==> src/sv/vtwm_pkg.sv <==
// ----------------------------------------------------------------------------
// vtwm_pkg
// Types and constants shared by the wipe / iris / dissolve mixer modules.
// ----------------------------------------------------------------------------
`default_nettype none

package vtwm_pkg;

  localparam int CFG_INDEX_W = 3;
  localparam int CFG_DATA_W  = 32;

  // register indexes
  localparam logic [CFG_INDEX_W-1:0] REG_MODE   = 3'd0;
  localparam logic [CFG_INDEX_W-1:0] REG_AMOUNT = 3'd1;
  localparam logic [CFG_INDEX_W-1:0] REG_WIDTH  = 3'd2;
  localparam logic [CFG_INDEX_W-1:0] REG_HEIGHT = 3'd3;
  localparam logic [CFG_INDEX_W-1:0] REG_SEED   = 3'd4;

  localparam int MODE_W     = 2;
  localparam int AMOUNT_W   = 17;
  localparam int SIZE_CFG_W = 13;
  localparam int SEED_W     = 32;
  localparam int PIXEL_W    = 32;

  // transition modes
  localparam logic [MODE_W-1:0] MODE_RECT     = 2'd0;
  localparam logic [MODE_W-1:0] MODE_CIRCLE   = 2'd1;
  localparam logic [MODE_W-1:0] MODE_DISSOLVE = 2'd2;

  localparam logic [AMOUNT_W-1:0]   Q16_ONE      = 17'h10000;
  localparam logic [SIZE_CFG_W-1:0] WIDTH_RESET  = 13'd640;
  localparam logic [SIZE_CFG_W-1:0] HEIGHT_RESET = 13'd480;
  localparam logic [SEED_W-1:0]     SEED_RESET   = 32'h91FD57B4;
  localparam logic [SEED_W-1:0]     LCG_ADD      = 32'd32749;

  // circle compare: distance squared is scaled by 4 * 2^32
  localparam int CIRCLE_SHIFT = 34;

  // cycles the geometry pipeline needs after a write before items may enter
  localparam logic [1:0] SETTLE_CYCLES = 2'd2;

  typedef struct packed {
    logic [PIXEL_W-1:0] first_pixel;
    logic [PIXEL_W-1:0] second_pixel;
  } pixel_in_t;

  typedef struct packed {
    logic [PIXEL_W-1:0] mixed_pixel;
    logic               took_second;
    logic               frame_end;
  } pixel_out_t;

endpackage

`default_nettype wire

==> src/sv/vtwm_position.sv <==
// ----------------------------------------------------------------------------
// vtwm_position
// Input register: raster counters, center offsets and the dissolve LCG,
// captured with the pixel pair on each accepted transaction.
// ----------------------------------------------------------------------------
`default_nettype none

module vtwm_position
  import vtwm_pkg::*;
#(
  parameter int MAX_WIDTH  = 4096,
  parameter int MAX_HEIGHT = 4096,
  localparam int CW = $clog2(MAX_WIDTH),
  localparam int RC = $clog2(MAX_HEIGHT)
) (
  input  wire logic              clk,
  input  wire logic              rst,
  input  wire logic              in_valid,
  output logic                   in_stall,
  input  wire pixel_in_t         in_data,
  input  wire logic              hold,
  input  wire logic [SEED_W-1:0] seed,
  input  wire logic [CW-1:0]     w_last,
  input  wire logic [RC-1:0]     h_last,
  input  wire logic [CW-1:0]     cx,
  input  wire logic [RC-1:0]     cy,
  input  wire logic              s1_take,
  output logic                   s1_valid,
  output pixel_in_t              s1_pixels,
  output logic [CW-1:0]          s1_col,
  output logic [RC-1:0]          s1_row,
  output logic [CW-1:0]          s1_adx,
  output logic [RC-1:0]          s1_ady,
  output logic [SEED_W-1:0]      s1_rand,
  output logic                   s1_frame_end
);

  logic [CW-1:0]     col;
  logic [RC-1:0]     row;
  logic [SEED_W-1:0] random_state;
  logic              accept;
  logic              row_end;
  logic              frm_end;
  logic [SEED_W-1:0] rand_next;

  assign in_stall = hold || (s1_valid && !s1_take);
  assign accept   = in_valid && !in_stall;

  assign row_end = (col >= w_last);
  assign frm_end = row_end && (row >= h_last);

  // multiplier 1073741789 = 2^30 - 35
  assign rand_next = (random_state << 30) - (random_state << 5)
                   - (random_state << 1) - random_state + LCG_ADD;

  always_ff @(posedge clk) begin
    if (rst) begin
      s1_valid     <= 1'b0;
      col          <= '0;
      row          <= '0;
      random_state <= SEED_RESET;
    end else begin
      if (accept) begin
        s1_valid <= 1'b1;
      end else if (s1_take) begin
        s1_valid <= 1'b0;
      end
      if (accept) begin
        if (frm_end) begin
          col          <= '0;
          row          <= '0;
          random_state <= seed;
        end else if (row_end) begin
          col          <= '0;
          row          <= row + RC'(1);
          random_state <= rand_next;
        end else begin
          col          <= col + CW'(1);
          random_state <= rand_next;
        end
      end
    end
  end

  always_ff @(posedge clk) begin
    if (accept) begin
      s1_pixels    <= in_data;
      s1_col       <= col;
      s1_row       <= row;
      s1_adx       <= (col >= cx) ? (col - cx) : (cx - col);
      s1_ady       <= (row >= cy) ? (row - cy) : (cy - row);
      s1_rand      <= rand_next;
      s1_frame_end <= frm_end;
    end
  end

endmodule

`default_nettype wire

==> config.mk <==
export PLATFORM = sky130hd
export DESIGN_NAME = vtwm_position
export DESIGN_NICKNAME = d
export VERILOG_FILES = /design/src/sv/vtwm_pkg.sv /design/src/sv/vtwm_position.sv
export SDC_FILE = /design/constraint.sdc
export NUM_CORES = 1
export LEC_CHECK = 0
export BUFFER_PORTS_ARGS = -buffer_cell sky130_fd_sc_hd__buf_2
export CELL_PAD_IN_SITES_DETAIL_PLACEMENT = 2
export CELL_PAD_IN_SITES_GLOBAL_PLACEMENT = 2
export CORE_MARGIN = 2
export CORE_UTILIZATION = 37
export DETAILED_ROUTE_END_ITERATION = 8
export GPL_ROUTABILITY_DRIVEN = 0
export PLACE_DENSITY = 0.93
export SYNTH_ARGS = -nofsm -noshare
export SYNTH_HDL_FRONTEND = slang
export SYNTH_SLANG_ARGS = --single-unit
export TNS_END_PERCENT = 10
==> constraint.sdc <==
create_clock -name clk -period 11.75 [get_ports clk]
set_input_delay 1.175 -clock clk [delete_from_list [all_inputs] [get_ports clk]]
set_output_delay 1.175 -clock clk [all_outputs]
set_load 0.05 [all_outputs]
==> flow_summary.json <==
{
  "skew_ns": 0.0201,
  "required_ns": 12.12,
  "path_max_fanout": 9,
  "tightest_slew_ns": 0.992,
  "hold_path_end": "random_state[21]$_SDFFE_PP1P_",
  "synth_nets": 1499,
  "yosys_warnings": 0,
  "drive_gt1_share_pct": 23.7,
  "synth_cells": 1185,
  "hold_depth": 2,
  "period_needed_ns": 4.21,
  "hold_violations": 0,
  "finalNonFillerCells": 1944,
  "initial_core_util_pct": 37.7,
  "yosys.area_share.xor_xnor_pct": 4.82,
  "startpoint_type": "flop",
  "worst_slew_margin_rel_pct": 33.0,
  "totalWireLength_mm": 56.0,
  "final-setup-viol-count": 0,
  "placed_cells": 1892,
  "ir_worst_vdd_uv": 208,
  "synth_fa_ha_area_share_pct": 18.6,
  "ys_top_cells_by_area": "edfxtp_1, ha_1, dfxtp_1",
  "synth-edff-count": 145,
  "fp-row-count": 66,
  "cts-hold-fix-buffers": 0,
  "timing.rr.start": "random_state[11]$_SDFFE_PP0P_",
  "die_w_um": 187,
  "yosysMostFrequentCell": "inv_1",
  "synth_top_family_by_area": "adder cells",
  "die_area_um2": 34800,
  "clock-sinks": 202,
  "synth_area_um2": 12300,
  "area_growth_pct": 22.4,
  "multi_input_area_um2": 6120,
  "antenna_left": 0,
  "cpMostUsedCell": "ha_1",
  "synth_commonest_cells": "inv_1, edfxtp_1, ha_1",
  "critPathMaxStageDelay_ns": 0.82,
  "drt-pass1-iter-count": 5,
  "die_height_um": 187,
  "drc_errors": 0,
  "finalSetupTns_ns": 0,
  "ff2ff_setup_slack_ns": 7.54,
  "routedWlPerCell_um": 28.8,
  "fin_crit_sh_pct": 35.9,
  "fin_nets": 1792,
  "design.core.area_um2": 32700,
  "fmax_mhz": 237,
  "synth.avg_cell_area_um2": 10.4,
  "grt_use_total_pct": 31.7,
  "async_flop_share_pct": 0,
  "ios": 296,
  "num_vias": 11100,
  "cp.arrival_ns": 4.59,
  "clock-root-buffer": "clkbuf_16",
  "r2r_cells": 12,
  "grt_max_degree": 88,
  "antenna_found_initial": 7,
  "htreeDepth": 1,
  "outcome": "finished, final reports clean",
  "yosysSeqAreaShare_pct": 44.5,
  "cts_tree": "built",
  "place.port_buffers": 295,
  "overflow": 0,
  "min_path_type": "reg2reg",
  "power.leakage_nw": 6.90,
  "crit_type": "reg2reg",
  "hold_start": "random_state[21]$_SDFFE_PP1P_",
  "synth_top_area_share_pct": 35.3,
  "drv_slew": 0,
  "grt_pass1_wl_mm": 84.6,
  "rsz0062_at_grt": "no",
  "cts_max_path_buffers": 3,
  "detailedRoute.firstIterationViolations": 695,
  "cts_made_buffers": 26,
  "synth.largest_area_cell": "edfxtp_1",
  "end_kind": "flop",
  "synthMuxAreaShare_pct": 1.72,
  "slowest_stage": "o41ai_1",
  "clk_pin_slew_worst_paths_ns": 0.06,
  "synth-seq-cells": 202,
  "seq_area_um2": 5500,
  "grt_pass1_vias": 12600,
  "cts_resized": 0,
  "powerDensity_nw_per_um2": 266,
  "post-cts-setup-buffer-count": 0,
  "rr_endpoint": "random_state[28]$_SDFFE_PP1P_",
  "crit_start": "random_state[11]$_SDFFE_PP0P_",
  "maxCapViolCount": 0,
  "synthSimpleGateAreaFrac_pct": 10.6,
  "fill_cells": 3458,
  "synth_ff_type": "edfxtp_1",
  "yosysUniqueCellTypes": 65,
  "clock_latency_ns": 0.55,
  "post_drt_via_cell_ratio": 5.72,
  "hpwl_mm": 38.4,
  "path_cells": "ha_1 > fa_1 > inv_1 > ha_1 > nand2_1 > nor3_1 > a221oi_2 > o21ai_1 > a21boi_1 > o41ai_1 > or3_1 > nand4_1",
  "synth_compound_area_share_pct": 13.8
}
[per-layer routing]
metal	share of wire, %	up-vias	routed length, um	global-route usage, %
met3	5.5	142	3090	5.66
met1	37	5688	20800	35.2
li1	-	4789	-	-
met5	0	-	0	0
met4	4.8	0	2700	13.4
met2	53	494	29400	59.2
[worst max-delay path by stage]
stage | cells past startpoint | slack, ns | endpoint
after floorplan | 7 | 5.10 | random_state[11]$_SDFFE_PP0P_
after global placement | 8 | 7.44 | s1_pixels[2]$_DFFE_PP_
after detailed placement | 8 | 7.23 | s1_pixels[32]$_DFFE_PP_
after CTS | 13 | 7.60 | random_state[28]$_SDFFE_PP1P_
after global routing | 12 | 7.31 | random_state[28]$_SDFFE_PP1P_
final | 12 | 7.54 | random_state[28]$_SDFFE_PP1P_
[flip-flops by register name (all words and copies together), names as in the netlist]
signal and flops:
col 12, random_state 32, row 12, s1_adx 12, s1_ady 12, s1_col 12
s1_frame_end 1, s1_pixels 64, s1_rand 32, s1_row 12, s1_valid 1
[cell type report]
| type | count | area share [%] |
|---|---|---|
| well taps | 442 | 3.66 |
| diodes | 7 | 0.116 |
| multi-input cells | 793 | 40.5 |
| inverters | 152 | 3.81 |
| clock inverters | 13 | 0.704 |
| flip-flops and latches | 202 | 36.4 |
| repair buffers | 303 | 10.2 |
| clock buffers | 32 | 4.66 |
[cell families (layout without fill, tap and decap cells)]
kind of cell | count (synthesis) | in the layout
XOR/XNOR | 68 | 68
AO/OA/AOI/OAI | 255 | 255
adder cells (fa/ha/maj) | 165 | 165
other | 0 | 7
multiplexers | 21 | 21
flip-flops | 202 | 202
buffers and inverters | 190 | 500
AND/OR/NAND/NOR | 284 | 284
[where the power goes]
part	leakage, nW	internal (mW)	switching [mW]
combinational	4.68	0.752	1.47
sequential	1.83	0.942	0.0504
clock	0.396	0.447	0.352
total	6.90	2.14	1.87
[worst max-delay path: cells and delay by family (launching register included)]
kind	cells	cell delay, ns
DFF	1	0.47
buffers and inverters	1	0.04
adders and majority gates	3	1.31
AOI/OAI and AO/OA	4	1.48
and+or+nand+nor	4	0.75
[metrics by stage]
stage	hold WS (ns)	area, um2	utilization (%)	power [mW]	setup WS (ns)
after floorplan	0.439	12300	-	2.57	5.10
after global placement	0.451	14300	43.7	3.02	7.44
after detailed placement	0.487	14300	43.7	3.16	7.23
after CTS	0.501	15100	46.2	4.01	7.60
after global routing	0.531	15100	46.2	4.26	7.31
final	0.503	15100	46.2	4.01	7.54
[layout by cell type, fill, tap and decap left out, types with 8 or more instances in the layout]
| master | Yosys | routed |
|---|---|---|
| mux2i_1 | 19 | 19 |
| o21a_1 | 10 | 10 |
| o21ai_1 | 8 | 8 |
| nand3_1 | 21 | 21 |
| xnor2_1 | 52 | 52 |
| o21ai_0 | 45 | 45 |
| dfxtp_1 | 57 | 57 |
| nand4_1 | 20 | 20 |
| a31oi_1 | 17 | 17 |
| nor3_1 | 32 | 32 |
| buf_2 | 3 | 295 |
| nor2_1 | 80 | 80 |
| edfxtp_1 | 145 | 145 |
| fa_1 | 31 | 31 |
| a21oi_1 | 62 | 62 |
| inv_1 | 151 | 150 |
| nand2_1 | 86 | 86 |
| a21o_1 | 28 | 28 |
| ha_1 | 134 | 134 |
| buf_4 | 0 | 8 |
| xor2_1 | 16 | 16 |
| a211oi_1 | 16 | 16 |
| clkbuf_16 | 0 | 27 |
(Power assumes the default switching activity.)
