## src/sv/vtwm_pkg.sv

```systemverilog
// ----------------------------------------------------------------------------
// vtwm_pkg
// Types and constants shared by the wipe / iris / dissolve mixer modules.
// ----------------------------------------------------------------------------
`default_nettype none

package vtwm_pkg;

  localparam int CFG_INDEX_W = 3;
  localparam int CFG_DATA_W  = 32;

  // register indexes
  localparam logic [CFG_INDEX_W-1:0] REG_MODE   = 3'd0;
  localparam logic [CFG_INDEX_W-1:0] REG_AMOUNT = 3'd1;
  localparam logic [CFG_INDEX_W-1:0] REG_WIDTH  = 3'd2;
  localparam logic [CFG_INDEX_W-1:0] REG_HEIGHT = 3'd3;
  localparam logic [CFG_INDEX_W-1:0] REG_SEED   = 3'd4;

  localparam int MODE_W     = 2;
  localparam int AMOUNT_W   = 17;
  localparam int SIZE_CFG_W = 13;
  localparam int SEED_W     = 32;
  localparam int PIXEL_W    = 32;

  // transition modes
  localparam logic [MODE_W-1:0] MODE_RECT     = 2'd0;
  localparam logic [MODE_W-1:0] MODE_CIRCLE   = 2'd1;
  localparam logic [MODE_W-1:0] MODE_DISSOLVE = 2'd2;

  localparam logic [AMOUNT_W-1:0]   Q16_ONE      = 17'h10000;
  localparam logic [SIZE_CFG_W-1:0] WIDTH_RESET  = 13'd640;
  localparam logic [SIZE_CFG_W-1:0] HEIGHT_RESET = 13'd480;
  localparam logic [SEED_W-1:0]     SEED_RESET   = 32'h91FD57B4;
  localparam logic [SEED_W-1:0]     LCG_ADD      = 32'd32749;

  // circle compare: distance squared is scaled by 4 * 2^32
  localparam int CIRCLE_SHIFT = 34;

  // cycles the geometry pipeline needs after a write before items may enter
  localparam logic [1:0] SETTLE_CYCLES = 2'd2;

  typedef struct packed {
    logic [PIXEL_W-1:0] first_pixel;
    logic [PIXEL_W-1:0] second_pixel;
  } pixel_in_t;

  typedef struct packed {
    logic [PIXEL_W-1:0] mixed_pixel;
    logic               took_second;
    logic               frame_end;
  } pixel_out_t;

endpackage

`default_nettype wire

```

## src/sv/vtwm_setup.sv

```systemverilog
// ----------------------------------------------------------------------------
// vtwm_setup
// Configuration registers and the short pipeline that turns them into the
// per-frame geometry used by the pixel path (borders, center, radius term).
// ----------------------------------------------------------------------------
`default_nettype none

module vtwm_setup
  import vtwm_pkg::*;
#(
  parameter int MAX_WIDTH  = 4096,
  parameter int MAX_HEIGHT = 4096,
  localparam int CW  = $clog2(MAX_WIDTH),
  localparam int RC  = $clog2(MAX_HEIGHT),
  localparam int WW  = $clog2(MAX_WIDTH + 1),
  localparam int HW  = $clog2(MAX_HEIGHT + 1),
  localparam int SW  = (WW > HW) ? WW : HW,
  localparam int SZ  = 2 * SW + 1,
  localparam int RHS_W = 32 + SZ
) (
  input  wire logic                   clk,
  input  wire logic                   rst,
  input  wire logic                   cfg_write,
  input  wire logic [CFG_INDEX_W-1:0] cfg_index,
  input  wire logic [CFG_DATA_W-1:0]  cfg_data,
  output logic                        busy,
  output logic [MODE_W-1:0]           mode,
  output logic [SEED_W-1:0]           seed,
  output logic [AMOUNT_W-1:0]         a_sat,
  output logic [CW-1:0]               w_last,
  output logic [RC-1:0]               h_last,
  output logic [CW-1:0]               cx,
  output logic [RC-1:0]               cy,
  output logic [WW-1:0]               xb,
  output logic [HW-1:0]               yb,
  output logic [WW-1:0]               x_hi,
  output logic [HW-1:0]               y_hi,
  output logic [RHS_W-1:0]            rhs
);

  localparam int WEXT = (WW > SIZE_CFG_W) ? WW : SIZE_CFG_W;
  localparam int HEXT = (HW > SIZE_CFG_W) ? HW : SIZE_CFG_W;

  logic [AMOUNT_W-1:0]   amount;
  logic [SIZE_CFG_W-1:0] frame_width;
  logic [SIZE_CFG_W-1:0] frame_height;
  logic [1:0]            settle;

  always_ff @(posedge clk) begin
    if (rst) begin
      mode         <= MODE_RECT;
      amount       <= '0;
      frame_width  <= WIDTH_RESET;
      frame_height <= HEIGHT_RESET;
      seed         <= SEED_RESET;
      settle       <= SETTLE_CYCLES;
    end else if (cfg_write) begin
      settle <= SETTLE_CYCLES;
      case (cfg_index)
        REG_MODE:   mode         <= cfg_data[MODE_W-1:0];
        REG_AMOUNT: amount       <= cfg_data[AMOUNT_W-1:0];
        REG_WIDTH:  frame_width  <= cfg_data[SIZE_CFG_W-1:0];
        REG_HEIGHT: frame_height <= cfg_data[SIZE_CFG_W-1:0];
        REG_SEED:   seed         <= cfg_data[SEED_W-1:0];
        default: ;
      endcase
    end else if (settle != 2'd0) begin
      settle <= settle - 2'd1;
    end
  end

  assign busy = (settle != 2'd0);

  // ---- stage 1: clamp sizes and amount, first products
  logic [WEXT-1:0]     fw_ext;
  logic [HEXT-1:0]     fh_ext;
  logic [WW-1:0]       w_eff_next;
  logic [HW-1:0]       h_eff_next;
  logic [AMOUNT_W-1:0] a_sat_next;
  logic [AMOUNT_W-1:0] inv_next;

  always_comb begin
    fw_ext = WEXT'(frame_width);
    fh_ext = HEXT'(frame_height);
    if (frame_width == '0) begin
      w_eff_next = WW'(1);
    end else if (fw_ext > WEXT'(MAX_WIDTH)) begin
      w_eff_next = WW'(MAX_WIDTH);
    end else begin
      w_eff_next = WW'(fw_ext);
    end
    if (frame_height == '0) begin
      h_eff_next = HW'(1);
    end else if (fh_ext > HEXT'(MAX_HEIGHT)) begin
      h_eff_next = HW'(MAX_HEIGHT);
    end else begin
      h_eff_next = HW'(fh_ext);
    end
    a_sat_next = (amount > Q16_ONE) ? Q16_ONE : amount;
    inv_next   = Q16_ONE - a_sat_next;
  end

  logic [WW-1:0]       w_eff;
  logic [HW-1:0]       h_eff;
  logic [31:0]         a_sq;
  logic                a_full;
  logic [2*WW-1:0]     w_sq;
  logic [2*HW-1:0]     h_sq;
  logic [WW+16:0]      w_inv;
  logic [HW+16:0]      h_inv;

  always_ff @(posedge clk) begin
    w_eff  <= w_eff_next;
    h_eff  <= h_eff_next;
    a_sat  <= a_sat_next;
    a_full <= a_sat_next[AMOUNT_W-1];
    a_sq   <= 32'(a_sat_next[15:0]) * 32'(a_sat_next[15:0]);
    w_sq   <= (2*WW)'(w_eff_next) * (2*WW)'(w_eff_next);
    h_sq   <= (2*HW)'(h_eff_next) * (2*HW)'(h_eff_next);
    w_inv  <= (WW+17)'(w_eff_next) * (WW+17)'(inv_next);
    h_inv  <= (HW+17)'(h_eff_next) * (HW+17)'(inv_next);
  end

  // ---- stage 2: borders (rounded half up), center, radius squared
  logic [WW+17:0] xb_sum;
  logic [HW+17:0] yb_sum;
  logic [SZ-1:0]  rsq;
  logic [31:0]    a_sq2;
  logic           a_full2;
  logic [WW-1:0]  w_eff2;
  logic [HW-1:0]  h_eff2;

  assign xb_sum = (WW+18)'(w_inv) + (WW+18)'(Q16_ONE);
  assign yb_sum = (HW+18)'(h_inv) + (HW+18)'(Q16_ONE);

  always_ff @(posedge clk) begin
    xb      <= xb_sum[WW+16:17];
    yb      <= yb_sum[HW+16:17];
    rsq     <= SZ'(w_sq) + SZ'(h_sq);
    w_last  <= CW'(w_eff - WW'(1));
    h_last  <= RC'(h_eff - HW'(1));
    cx      <= CW'(w_eff >> 1);
    cy      <= RC'(h_eff >> 1);
    a_sq2   <= a_sq;
    a_full2 <= a_full;
    w_eff2  <= w_eff;
    h_eff2  <= h_eff;
  end

  // ---- stage 3: far borders and a^2 * (W^2 + H^2)
  always_ff @(posedge clk) begin
    x_hi <= w_eff2 - xb;
    y_hi <= h_eff2 - yb;
    if (a_full2) begin
      rhs <= RHS_W'(rsq) << 32;
    end else begin
      rhs <= RHS_W'(a_sq2) * RHS_W'(rsq);
    end
  end

endmodule

`default_nettype wire

```

## config.mk

```make
export PLATFORM = sky130hd
export DESIGN_NAME = vtwm_setup
export DESIGN_NICKNAME = d
export VERILOG_FILES = /design/src/sv/vtwm_pkg.sv /design/src/sv/vtwm_setup.sv
export SDC_FILE = /design/constraint.sdc
export NUM_CORES = 2
export LEC_CHECK = 0
export BUFFER_PORTS_ARGS = -buffer_cell sky130_fd_sc_hd__buf_2
export CAP_MARGIN = 25
export CORE_UTILIZATION = 46
export DETAILED_ROUTE_END_ITERATION = 6
export SYNTH_ARGS = -nofsm -noshare
export SYNTH_HDL_FRONTEND = slang
export SYNTH_SLANG_ARGS = --single-unit
```

## constraint.sdc

```tcl
create_clock -name clk -period 9.1 [get_ports clk]
set_input_delay 0.91 -clock clk [delete_from_list [all_inputs] [get_ports clk]]
set_output_delay 0.91 -clock clk [all_outputs]
set_load 0.02 [all_outputs]
```

==> results_dict.tcl <==
set metrics [dict create \
    power.density_mw_per_mm2 131 \
    setup-violations-final 0 \
    critPathMaxFanout 12 \
    wl_um 192000 \
    vias_per_cell 5.11 \
    core_area_mm2 0.150 \
    critPathRequiredTime_ps 9620 \
    synth-seq-cells 448 \
    critPathKind "register to register" \
    p_total_w 0.00992 \
    layout-drive-gt1-share_pct 7.07 \
    arrival_ps 8920 \
    finalMaxSlewViolations 0 \
    critPathMaxStageDelay_ps 560 \
    total_leakage_power_nw 38.9 \
    clock_sinks 448 \
    gr-total-overflow 0 \
    worstSkewPairLatency_ps 700 \
    grt_pass1_wl_um 307000 \
    h-tree-depth 2 \
    ys_seq_area_share_pct 12.8 \
    syn_to_final_growth_pct 7.90 \
    worstPathBufferInverterCount 5 \
    ys_types 95 \
    rsz0062_at_grt "false" \
    hold_viol 0 \
    die_h_um 392 \
    clk_pin_slew_worst_paths_ps 60 \
    portBuffers 248 \
    ant_nets 0 \
    syn_area_per_cell_um2 9.00 \
    cts_buffer_depth 3 \
    worst_pin_slew_ps 1110 \
    yosysWarnings 0 \
    maxCapViolCount 0 \
    timing.fmax_ghz 0.119 \
    place_area_mm2 0.0733 \
    fin_tns_setup_ps 0 \
    post_cts_buffers 0 \
    cp-start-kind "register" \
    grt_pass1_vias 54246 \
    remaining_drc_errors 0 \
    drt_iter0_markers 3035 \
    num_vias 50747 \
    grt_max_degree 84 \
    synth_area_mm2 0.0699 \
    hpwl_um 155000 \
    netlist_instances 7770 \
    ys.flop_type "dfxtp_1" \
    grtUsageTotal_pct 25.8 \
    numCtsBuffers 55 \
    status "finished clean" \
    synth-edff-count 0 \
    io_pins 249 \
    relSlewSlack_pct 26.1 \
    die_width_um 392 \
    cts_tree "done" \
    initial_core_util_pct 46.5 \
    antenna_found_initial 7 \
    globalplace.congestion 0.921 \
    vdd.ir_drop.worst_uv 164 \
    rows 142 \
    synthArstFlopShare_pct 0 \
    timing.hold.ws_ps 326 \
    dieArea_mm2 0.154 \
    nets 9955 \
    critPathSlowestCell "fa_1" \
    skew_ps 65.4 \
    hold_path_class "register to register" \
    stdcell_area_mm2 0.0754 \
    cp_top_family "adder cells" \
    routedWlPerCell_um 19.4 \
    cts_hold_buffers 0 \
    drt-pass1-iter-count 6 \
    fin_crit_sh_pct 92.3 \
    critPathCaptureType "register" \
    root_buffer "clkbuf_16" \
    fin_crit_ps 8400 \
]
==> cells in the mapped netlist, drive strengths merged (26+ instances only) <==
cell / count / area, um^2
clkbuf: 331 / 1240
xnor2: 161 / 1420
buf: 55 / 368
inv: 1753 / 6580
nand3b: 29 / 218
a21o: 64 / 480
nand2b: 44 / 275
nand2: 1171 / 4400
nor3: 51 / 255
o21ai: 105 / 537
xor2: 82 / 737
and3: 48 / 300
ha: 626 / 7830
fa: 1419 / 28400
and2: 393 / 2460
dfxtp: 448 / 8970
nand3: 48 / 245
nor2b: 40 / 250
nor2: 416 / 1570
a21oi: 206 / 1030
o21bai: 26 / 203
o21a: 29 / 218
==> layout by cell type (no fill, tap or decap), drive strengths merged, types with 161 or more instances in the layout <==
| cell | count |
|---|---|
| nor2 | 416 |
| and2 | 393 |
| fa | 1419 |
| nand2 | 1171 |
| xnor2 | 161 |
| a21oi | 206 |
| dfxtp | 448 |
| ha | 626 |
| inv | 1761 |
| buf | 390 |
==> registers in the layout, summed over array words and instances (netlist names), 15 cells and up <==
| name | count |
|---|---|
| h_sq | 25 |
| rsq | 27 |
| rhs | 59 |
| w_sq | 25 |
| a_sq | 31 |
| amount | 17 |
| a_sat | 15 |
| a_sq2 | 31 |
| seed | 32 |
==> per-layer routing <==
layer  GRT usage (%)  share of wire [%]  vias up
met3            3.85                6.7      332
met2            42.9                 47     1668
met5               0             0.0047        -
met1            34.6                 43    25593
met4            8.13                3.4        2
li1                -                  -    23152
==> worst reg2reg max path, delay by kind of cell, from the launching register on <==
family | cells | cell delay, ps
adders and majority gates | 7 | 3040
AOI/OAI and AO/OA | 10 | 2760
and+or+nand+nor | 7 | 1750
DFF | 1 | 460
buffers and inverters | 5 | 280
==> through the flow <==
stage,cells,util [%],setup slack [ps]
final,9938,50.2,701
after global routing,9936,50.2,185
after global placement,9823,48.7,641
after detailed placement,9827,48.8,551
after CTS,9931,50.1,469
after floorplan,7811,-,1190
==> power by group <==
| group | internal (W) | leakage, nW | total, W | switching [W] |
|---|---|---|---|---|
| Sequential | 0.00236 | 3.68 | 0.00288 | 0.000528 |
| Combinational | 0.00179 | 34.3 | 0.00459 | 0.00281 |
| Clock | 0.00146 | 0.972 | 0.00244 | 0.000982 |
| Total | 0.00560 | 38.9 | 0.00992 | 0.00432 |
==> worst paths after layout <==
kind | end | slack (ps) | cells past startpoint | from
worst min-delay path | cy[11] | 330 | 0 | h_eff[12]
worst max register to register | w_inv[26] | 700 | 29 | amount[7]
worst max-delay path | w_inv[26] | 700 | 29 | amount[7]
worst min register to register | cy[11] | 330 | 0 | h_eff[12]
==> repair_timing <==
action                                  in CTS  in global routing
hold endpoints to repair                     0                  0
resized for setup                            0                  1
endpoints found under the setup margin       0                  1
==> area by class of cell <==
cell class	count	area (um^2)
tap	2016	2520
inverter	1755	6590
sequential	448	8980
clock inverter	30	454
multi-input combinational	5222	52900
timing repair buffer	390	2390
clock buffer	74	1570
fill	14301	74900
antenna	3	7.51
==> kinds of logic after synthesis <==
| kind of cell | synth area share (%) |
|---|---|
| and+or+nand+nor | 15.2 |
| buffers and inverters | 11.7 |
| adders and majority gates | 51.8 |
| AOI/OAI and AO/OA | 5.21 |
| DFF | 12.8 |
| xor gates and xnor gates | 3.08 |
| muxes | 0.120 |
| other | 0.0107 |
Power figures use the tool's default switching activity.
