<file path="config.mk">
export PLATFORM = sky130hd
export DESIGN_NAME = vtwm_decide
export DESIGN_NICKNAME = d
export VERILOG_FILES = /design/src/sv/vtwm_pkg.sv /design/src/sv/vtwm_decide.sv
export SDC_FILE = /design/constraint.sdc
export NUM_CORES = 1
export LEC_CHECK = 0
export BUFFER_PORTS_ARGS = -buffer_cell sky130_fd_sc_hd__buf_4
export CAP_MARGIN = 20
export CORE_MARGIN = 10
export CORE_UTILIZATION = 39
export DETAILED_ROUTE_END_ITERATION = 10
export GPL_TIMING_DRIVEN = 0
export PLACE_DENSITY_LB_ADDON = 0.1
export REMOVE_ABC_BUFFERS = 1
export SLEW_MARGIN = 10
export SYNTH_ARGS = -nofsm -noshare
export SYNTH_HDL_FRONTEND = slang
export SYNTH_SLANG_ARGS = --single-unit
export TNS_END_PERCENT = 1
</file>
<file path="constraint.sdc">
create_clock -name clk -period 15.5 [get_ports clk]
set_input_delay 1.55 -clock clk [delete_from_list [all_inputs] [get_ports clk]]
set_output_delay 1.55 -clock clk [all_outputs]
set_load 0.1 [all_outputs]
</file>
<file path="src/sv/vtwm_pkg.sv">
// ----------------------------------------------------------------------------
// vtwm_pkg
// Types and constants shared by the wipe / iris / dissolve mixer modules.
// ----------------------------------------------------------------------------
`default_nettype none

package vtwm_pkg;

  localparam int CFG_INDEX_W = 3;
  localparam int CFG_DATA_W  = 32;

  // register indexes
  localparam logic [CFG_INDEX_W-1:0] REG_MODE   = 3'd0;
  localparam logic [CFG_INDEX_W-1:0] REG_AMOUNT = 3'd1;
  localparam logic [CFG_INDEX_W-1:0] REG_WIDTH  = 3'd2;
  localparam logic [CFG_INDEX_W-1:0] REG_HEIGHT = 3'd3;
  localparam logic [CFG_INDEX_W-1:0] REG_SEED   = 3'd4;

  localparam int MODE_W     = 2;
  localparam int AMOUNT_W   = 17;
  localparam int SIZE_CFG_W = 13;
  localparam int SEED_W     = 32;
  localparam int PIXEL_W    = 32;

  // transition modes
  localparam logic [MODE_W-1:0] MODE_RECT     = 2'd0;
  localparam logic [MODE_W-1:0] MODE_CIRCLE   = 2'd1;
  localparam logic [MODE_W-1:0] MODE_DISSOLVE = 2'd2;

  localparam logic [AMOUNT_W-1:0]   Q16_ONE      = 17'h10000;
  localparam logic [SIZE_CFG_W-1:0] WIDTH_RESET  = 13'd640;
  localparam logic [SIZE_CFG_W-1:0] HEIGHT_RESET = 13'd480;
  localparam logic [SEED_W-1:0]     SEED_RESET   = 32'h91FD57B4;
  localparam logic [SEED_W-1:0]     LCG_ADD      = 32'd32749;

  // circle compare: distance squared is scaled by 4 * 2^32
  localparam int CIRCLE_SHIFT = 34;

  // cycles the geometry pipeline needs after a write before items may enter
  localparam logic [1:0] SETTLE_CYCLES = 2'd2;

  typedef struct packed {
    logic [PIXEL_W-1:0] first_pixel;
    logic [PIXEL_W-1:0] second_pixel;
  } pixel_in_t;

  typedef struct packed {
    logic [PIXEL_W-1:0] mixed_pixel;
    logic               took_second;
    logic               frame_end;
  } pixel_out_t;

endpackage

`default_nettype wire

</file>
<file path="src/sv/vtwm_decide.sv">
// ----------------------------------------------------------------------------
// vtwm_decide
// Per-pixel mode decision (box, circle, dissolve) and the result register.
// ----------------------------------------------------------------------------
`default_nettype none

module vtwm_decide
  import vtwm_pkg::*;
#(
  parameter int MAX_WIDTH  = 4096,
  parameter int MAX_HEIGHT = 4096,
  parameter int PIXEL_BITS = 32,
  localparam int CW  = $clog2(MAX_WIDTH),
  localparam int RC  = $clog2(MAX_HEIGHT),
  localparam int WW  = $clog2(MAX_WIDTH + 1),
  localparam int HW  = $clog2(MAX_HEIGHT + 1),
  localparam int SW  = (WW > HW) ? WW : HW,
  localparam int SZ  = 2 * SW + 1,
  localparam int RHS_W = 32 + SZ
) (
  input  wire logic                clk,
  input  wire logic                rst,
  input  wire logic [MODE_W-1:0]   mode,
  input  wire logic [AMOUNT_W-1:0] a_sat,
  input  wire logic [WW-1:0]       xb,
  input  wire logic [HW-1:0]       yb,
  input  wire logic [WW-1:0]       x_hi,
  input  wire logic [HW-1:0]       y_hi,
  input  wire logic [RHS_W-1:0]    rhs,
  input  wire logic                s1_valid,
  input  wire pixel_in_t           s1_pixels,
  input  wire logic [CW-1:0]       s1_col,
  input  wire logic [RC-1:0]       s1_row,
  input  wire logic [CW-1:0]       s1_adx,
  input  wire logic [RC-1:0]       s1_ady,
  input  wire logic [SEED_W-1:0]   s1_rand,
  input  wire logic                s1_frame_end,
  output logic                     s1_take,
  output logic                     out_valid,
  input  wire logic                out_stall,
  output pixel_out_t               out_data
);

  localparam int DW    = (CW > RC) ? CW : RC;
  localparam int D2W   = 2 * DW + 1;
  localparam int LHS_W = D2W + CIRCLE_SHIFT;
  localparam int CMP_W = (LHS_W > RHS_W) ? LHS_W : RHS_W;

  logic [2*CW-1:0]    sq_x;
  logic [2*RC-1:0]    sq_y;
  logic [D2W-1:0]     d2;
  logic               in_rect;
  logic               in_circle;
  logic               in_dissolve;
  logic               second;
  logic [PIXEL_W-1:0] chosen;
  logic [PIXEL_W-1:0] masked;

  assign sq_x = (2*CW)'(s1_adx) * (2*CW)'(s1_adx);
  assign sq_y = (2*RC)'(s1_ady) * (2*RC)'(s1_ady);
  assign d2   = D2W'(sq_x) + D2W'(sq_y);

  assign in_rect = (WW'(s1_col) >= xb) && (WW'(s1_col) < x_hi)
                && (HW'(s1_row) >= yb) && (HW'(s1_row) < y_hi);
  assign in_circle   = ((CMP_W'(d2) << CIRCLE_SHIFT) <= CMP_W'(rhs));
  assign in_dissolve = ({1'b0, s1_rand[31:16]} < a_sat);

  always_comb begin
    case (mode)
      MODE_RECT:     second = in_rect;
      MODE_CIRCLE:   second = in_circle;
      MODE_DISSOLVE: second = in_dissolve;
      default:       second = 1'b0;
    endcase
    chosen = second ? s1_pixels.second_pixel : s1_pixels.first_pixel;
    for (int i = 0; i < PIXEL_W; i++) begin
      masked[i] = (i < PIXEL_BITS) ? chosen[i] : 1'b0;
    end
  end

  assign s1_take = s1_valid && (!out_valid || !out_stall);

  always_ff @(posedge clk) begin
    if (rst) begin
      out_valid <= 1'b0;
    end else if (s1_take) begin
      out_valid <= 1'b1;
    end else if (!out_stall) begin
      out_valid <= 1'b0;
    end
  end

  always_ff @(posedge clk) begin
    if (s1_take) begin
      out_data.mixed_pixel <= masked;
      out_data.took_second <= second;
      out_data.frame_end   <= s1_frame_end;
    end
  end

endmodule

`default_nettype wire

</file>
==> results of run 1 <==
-- state kept, by name, summed over array words and instances (netlist names) --
register   count
out_data      34
out_valid      1
-- metal layers --
layer  up-vias  wire [um]  track usage (%)
met3        22       1770             3.03
met1      4467      13400             20.9
met5         -          0                0
li1       4530          -                -
met2       174      16900             30.8
met4         0        337             2.40
-- cell usage after synthesis (2+ instances only) --
cell type / count / share of area (%)
inv_1: 389 / 12
fa_1: 203 / 34
ha_1: 196 / 20
nand2_1: 85 / 2.6
and2_1: 62 / 3.2
a21oi_1: 46 / 1.9
nor2_1: 35 / 1.1
edfxtp_1: 34 / 8.5
mux2_4: 29 / 3.6
clkbuf_1: 25 / 0.78
a21o_1: 22 / 1.4
xnor2_1: 20 / 1.5
o21ai_0: 14 / 0.58
nor4_1: 11 / 0.57
xor2_1: 10 / 0.73
nand3_1: 8 / 0.33
nand4_1: 8 / 0.41
o21a_1: 8 / 0.50
nand2b_1: 7 / 0.36
nor2b_1: 5 / 0.26
or2_2: 5 / 0.26
a211oi_1: 4 / 0.25
mux2_2: 4 / 0.37
o211ai_1: 4 / 0.25
a211o_1: 3 / 0.22
buf_12: 3 / 0.50
nor3_1: 3 / 0.12
o21bai_1: 3 / 0.19
a21boi_0: 2 / 0.12
a21o_2: 2 / 0.15
a41oi_1: 2 / 0.15
and3_1: 2 / 0.10
and4_1: 2 / 0.15
o2111ai_1: 2 / 0.15
o21ai_1: 2 / 0.083
o2bb2ai_1: 2 / 0.15
o31a_1: 2 / 0.15
o31ai_1: 2 / 0.12
or4_1: 2 / 0.12
-- worst max-delay path by stage --
stage / start / end / slack (ns) / depth (start not counted)
after floorplan: s1_ady[1] / out_data[2] / 5.25 / 30
after global placement: s1_ady[1] / out_data[3] / 3.92 / 31
after detailed placement: s1_ady[1] / out_data[3] / 4.56 / 32
after CTS: s1_ady[1] / out_data[3] / 4.84 / 32
after global routing: s1_ady[1] / out_data[3] / 4.34 / 32
final: s1_ady[1] / out_data[3] / 4.86 / 32
-- layout make-up --
class	count	share of cell area, %
Clock buffer	7	0.892
Clock inverter	1	0.0337
Inverter	389	9.82
Multi-Input combinational cell	836	63.4
Sequential cell	35	7.00
Tap cell	396	3.33
Timing Repair Buffer	301	15.5
-- critical path, delay by kind of cell --
family | cells | cell delay [ns]
adder cells (fa/ha/maj) | 9 | 4.20
AO/OA/AOI/OAI | 10 | 2.15
AND/OR/NAND/NOR | 5 | 1.55
buffers and inverters | 6 | 0.68
multiplexers | 1 | 0.36
XOR/XNOR | 1 | 0.16
-- cells by family after synthesis --
kind of cell / share of synthesized area (%)
buf+inv: 13.4
fa+ha+maj: 54.0
simple gates: 10.4
compound gates: 7.42
flops: 8.63
mux: 3.98
xor+xnor: 2.18
-- through the flow --
stage	hold WS, ns	std cells
after floorplan	0.968	1260
after global placement	0.501	1954
after detailed placement	0.557	1957
after CTS	0.564	1965
after global routing	0.590	1965
final	0.560	1965
==> results.md, run 1 <==
* Maximum fanout encountered on the critical timing path at 17
* Count of hold-fix buffers inserted at cts at 0
* Hold path endpoint: out_valid
* Worst Hold Class: reg2reg
* Total number of vias at around 9200
* Length of the first detailed-routing pass in iterations at 4
* Level count of the clock H-tree at 2
* Share of synthesized area occupied by flip-flops and latches at 8.63%
* Fraction of layout instances using a drive strength above 1 at 22.8%
* Multi-input logic area at 0.00942 mm2
* Worst r2r dst: out_data[5]
* Hold violation total from the final report at 0
* Root cell of the clock tree: clkbuf_16
* Post-layout util at 48.6%
* Required time of the critical path at 15.52 ns
* Beginning of the worst register-to-register path: out_valid
* FF-to-FF path depth at 2
* Global-route wire length before repair at 52200 um
* Cells on Worst Hold Path at 2
* Min Clock Period, post-route at 10.64 ns
* Antenna violations before repair at 0
* Number of instances in the synthesized netlist at 1288
* Slowest CP cell: fa_1
* NumNets Final at 2246
* Setup slack at placement at 4.56 ns
* Number of buffers inserted during clock tree synthesis at 5
* Number of global-route vias before repair at between 10000 and 15000
* Detail Route Antenna Nets at 0
* Remaining DRCs at 0
* Fillcell total at ~3000
* Clock tree from TritonCTS: built
* Outcome: completed
* ANT cells at 0
* Most frequent cells in the layout: inv_1, buf_4, fa_1, ha_1, nand2_1
* Buffer count from post-CTS setup fixing at 0
* Mapped Avg Cell Area at 9.37 um2
* Mapped Area at 0.0121 mm2
* Type of the worst setup path: in2reg
* Most common library cell in the layout ignoring fill and taps: inv_1
* Final worst slack at roughly 5 ns
* Port bufs at 298
* Effective utilization at floorplan at 39.4%
* Die extent in x at 196 um
* Final global-route overflow total at 0
* Max-cap viol count at 0
* Wire length reported by the detailed router at 32400 um
* Die Height at 196 um
* # rows at 64
* Final std cell area, no fill at 0.0149 mm2
* Worst-case clock buffer depth at 2
* Synthesis-to-layout area growth at 23.2%
* Clock Latency Late Sink at approximately 0.27 ns
* Global routing usage summed across all routing layers at between 10% and 20%
* FFs w/ async S/R, synth at 0%
* Sum of net half-perimeters after detailed placement at 30100 um
* Final Setup Violations at 0
* Final cycle utilization of the critical path at 68.7%
* Sequential cell area in the final layout at 0.00104 mm2
* R2r setup slk at 14.13 ns
* Delay of the slowest critical-path stage at 0.56 ns
* Distinct cells, synth at 59
* Most frequent CP cell: fa_1
* Routed length per placed instance at roughly 16 um
* Kind of end point of the critical path: flop
* Worst-margin pin slew at 0.632 ns
* Via-to-Cell Ratio at 4.68
* Clock transition at path regs at 0.05 ns
* Setup repair after global routing missed its margin: false
* Worst clock skew on the final layout at 0.00282 ns
* Final Slew Violations at 0
* TritonCTS Sinks at 35
* Predominant post-synthesis flop cell: edfxtp_1
* Min-Delay Startpoint: out_valid
* Post-CTS resize count at 0
* Worst endpoint data arrival time at roughly 11 ns
* Number of violations reported at the end of detailed-routing iteration 0 at around 260
* Final-layout setup total negative slack at 0 ns
* Standard cell area after detailed placement at 0.0147 mm2
* Top Ports at about 320
* Yosys warnings at 0
* Number of flip-flops and latches in the synthesized netlist at 35
* Core region area at 0.0306 mm2
* Die Outline Area at 0.0384 mm2
* Worst slew margin at 57.5%
* CP startpoint kind: input pin
* Post-synth EDFFs at 34
* Largest net degree at the start of global routing at 23
* Routability congestion estimate at 0.863
* Max Freq at 0.0940 GHz
Power of run 1 is not shown: default switching activity piles up to over one toggle a cycle in this logic, so the estimate is an artifact.
==> run 2: changes to the inputs <==
ABC_AREA = 1   (was unset)
clock period = 9.3 ns   (was 15.5 ns; I/O delays follow)
==> run 2 against run 1 <==
  * Final cell count increased by 16%
  * Die area is 3.9% higher
  * Global-route usage fell by 0.91 points
  * Sequential cell count unchanged
  * Final area increased by 3.6%
  * Worst hold slack lost 0.066 ns
  * Worst setup slack worse by 4.2 ns
  * Wire length grew 0.33%
  * Critical endpoint is now out_data[13]
  * Core utilization about the same
  * Register-to-register slack got worse by 6.3 ns
  * Critical path depth is 5 higher
==> results.md, run 2 <==
* Wire length reported by the detailed router at 32500 um (was 32400 um)
* Length of the first detailed-routing pass in iterations at 5 (was 4)
* Number of instances in the synthesized netlist at 1610 (was 1288)
* Kind of end point of the critical path: flop (unchanged)
* Worst slew margin at 47.2% (was 57.5%)
* Sequential cell area in the final layout at 0.00104 mm2 (unchanged)
* Clock tree from TritonCTS: built (unchanged)
* Maximum fanout encountered on the critical timing path at 34 (was 17)
* Min Clock Period, post-route at around 8.6 ns
* Core region area at 0.0317 mm2 (was 0.0306 mm2)
* Routability congestion estimate at 0.822 (was 0.863)
* FFs w/ async S/R, synth at 0% (unchanged)
* Fraction of layout instances using a drive strength above 1 at 17.5% (was 22.8%)
* Synthesis-to-layout area growth at 22.3% (was 23.2%)
* Worst Hold Class: reg2reg (unchanged)
* CP startpoint kind: input pin (unchanged)
* Setup repair after global routing missed its margin: false (unchanged)
* Die extent in x at 200 um (was 196 um)
* Max-cap viol count at 0 (unchanged)
* Required time of the critical path at 9.33 ns (was 15.52 ns)
* Area share of the leading cell type in the synthesized netlist at 32.3% (was 33.7%)
* Max Freq at 0.116 GHz
* ANT cells at 0 (unchanged)
* Xor and xnor fraction of the mapped netlist area at 2.09% (was 2.18%)
* Hold violation total from the final report at 0 (unchanged)
* Worst clock skew on the final layout at 0.00511 ns (was 0.00282 ns)
* Largest reg by FF count: out_data (unchanged)
* Number of global-route vias before repair at 11041 (was 10020)
* Dominant cells by area after synthesis: fa_1, ha_1, inv_1 (unchanged)
* Number of violations reported at the end of detailed-routing iteration 0 at 343 (was 256)
* Number of flip-flops and latches in the synthesized netlist at 35 (unchanged)
* Routed length per placed instance at 14.2 um (was 16.5 um)
* Port bufs at 298 (unchanged)
* Final global-route overflow total at 0 (unchanged)
* Post-synth EDFFs at 34 (unchanged)
* Synthesized-area fraction occupied by ao, oa, aoi and oai cells at 3.99% (was 7.42%)
* Worst-case clock buffer depth at 2 (unchanged)
* Portion of netlist area occupied by mux cells at 0% (was 3.98%)
* Post-synth top area cell: fa_1 (unchanged)
* # rows at 65 (was 64)
* Yosys warnings at 0 (unchanged)
* Multi-input logic area at 0.00954 mm2 (was 0.00942 mm2)
* Standard cell area after detailed placement at 0.0152 mm2 (was 0.0147 mm2)
* Most frequent cells in the layout: inv_1, nand2_1, buf_4, fa_1, ha_1 (was inv_1, buf_4, fa_1, ha_1, nand2_1)
* Sum of net half-perimeters after detailed placement at 28900 um (was 30100 um)
* Final Setup Violations at 0 (unchanged)
* Most instantiated library cell after synthesis: inv_1 (unchanged)
* Share of synthesized area occupied by flip-flops and latches at 8.27% (was 8.63%)
* Delay of the slowest critical-path stage at 0.57 ns (was 0.56 ns)
* Level count of the clock H-tree at 2 (unchanged)
* Detail Route Antenna Nets at 0 (unchanged)
* Distinct cells, synth at 38 (was 59)
* Die Height at 200 um (was 196 um)
* Final cycle utilization of the critical path at 93.0%
* Die Outline Area at 0.0399 mm2 (was 0.0384 mm2)
* Largest family of logic cells by synthesized area: adder cells (unchanged)
* Global routing usage summed across all routing layers at 16.1% (was 17.0%)
* Top Ports at 315 (unchanged)
* Remaining DRCs at 0 (unchanged)
* Max FFs per register at 34 (unchanged)
* Basic-gate share of the synthesized area counting and, or, nand and nor cells at 17.7% (was 10.4%)
* Clock Latency Late Sink at 0.28 ns (was 0.27 ns)
* Total number of vias at 10528 (was 9193)
* Most frequent CP cell: nand2_1 (was fa_1)
* Most common library cell in the layout ignoring fill and taps: inv_1 (unchanged)
* Outcome: completed (unchanged)
* Synthesized-area fraction occupied by adder cells at 51.8% (was 54.0%)
* Antenna violations before repair at 0 (unchanged)
* Slowest CP cell: fa_1 (unchanged)
* Number of buffers inserted during clock tree synthesis at 5 (unchanged)
* Clock transition at path regs at 0.06 ns (was 0.05 ns)
* Root cell of the clock tree: clkbuf_16 (unchanged)
* Largest net degree at the start of global routing at 34 (was 23)
* Worst-margin pin slew at 0.791 ns (was 0.632 ns)
* Commonest cells in the netlist: inv_1, nand2_1, fa_1 (was inv_1, fa_1, ha_1)
* TritonCTS Sinks at 35 (unchanged)
* Final std cell area, no fill at 0.0154 mm2 (was 0.0149 mm2)
* Fillcell total at 3223 (was 3010)
* Final Slew Violations at 0 (unchanged)
* Via-to-Cell Ratio at 4.61 (was 4.68)
* Predominant post-synthesis flop cell: edfxtp_1 (unchanged)
* Global-route wire length before repair at 52400 um (was 52200 um)
* Buffer count from post-CTS setup fixing at 0 (unchanged)
* NumNets Final at 2560 (was 2246)
* Effective utilization at floorplan at 39.7% (was 39.4%)
* Biggest registers after layout: out_data x34, out_valid x1 (unchanged)
* Worst endpoint data arrival time at 8.67 ns (was 10.67 ns)
* Mapped Area at 0.0126 mm2 (was 0.0121 mm2)
* Mapped Avg Cell Area at 7.82 um2 (was 9.37 um2)
* Final-layout setup total negative slack at 0 ns (unchanged)
* Type of the worst setup path: in2reg (unchanged)
## run 2: logic make-up after synthesis
kind of cell | count (synthesis)
XOR/XNOR | 30
adder cells (fa/ha/maj) | 399
flip-flops | 35
buffers and inverters | 533
AND/OR/NAND/NOR | 522
AO/OA/AOI/OAI | 91
## run 2: worst paths after layout
check / start / to / slack [ns] / depth (start not counted)
min: out_valid / out_valid / 0.49 / 2
min reg2reg: out_valid / out_valid / 0.49 / 2
max reg2reg: out_valid / out_data[7] / 7.79 / 2
max: s1_ady[1] / out_data[13] / 0.65 / 37
## run 2: area by class of cell
cell class,count,area share (%)
repair buffers,302,14.9
multi-input cells,1043,61.9
flip-flops and latches,35,6.76
clock inverters,1,0.195
well taps,402,3.27
clock buffers,7,0.861
inverters,495,12.1
## run 2: critical path: cells and delay by family
family	cells	cell delay, ns
xor+xnor	1	0.17
buf+inv	8	0.60
simple gates	18	2.34
compound gates	1	0.20
fa+ha+maj	9	4.37
## run 2: routing by layer
layer  track usage (%)  vias to the layer above  share of wire (%)
met4              2.64                        0                1.3
met2              29.8                      196                 53
met1              19.9                     4989                 42
met3              1.67                       26                4.0
li1                  -                     5317                  -
met5                 0                        -                  0
## run 2: what timing repair did
action	CTS	global route
endpoints found under the hold margin	0	0
resized for setup	0	1
hold buffers	0	0
endpoints found under the setup margin	0	33
## run 2: per-stage QoR
stage / instances / worst slack (ns) / utilization [%] / hold WS, ns
detailed placement: 2276 / 0.136 / 48.0 / 0.492
global route: 2285 / 0.112 / 48.5 / 0.513
floorplan: 1572 / 1.38 / - / 0.882
CTS: 2284 / 0.406 / 48.5 / 0.500
global placement: 2272 / 0.0892 / 47.8 / 0.453
finish: 2285 / 0.654 / 48.5 / 0.494
Power of run 2 is left out for the same reason.
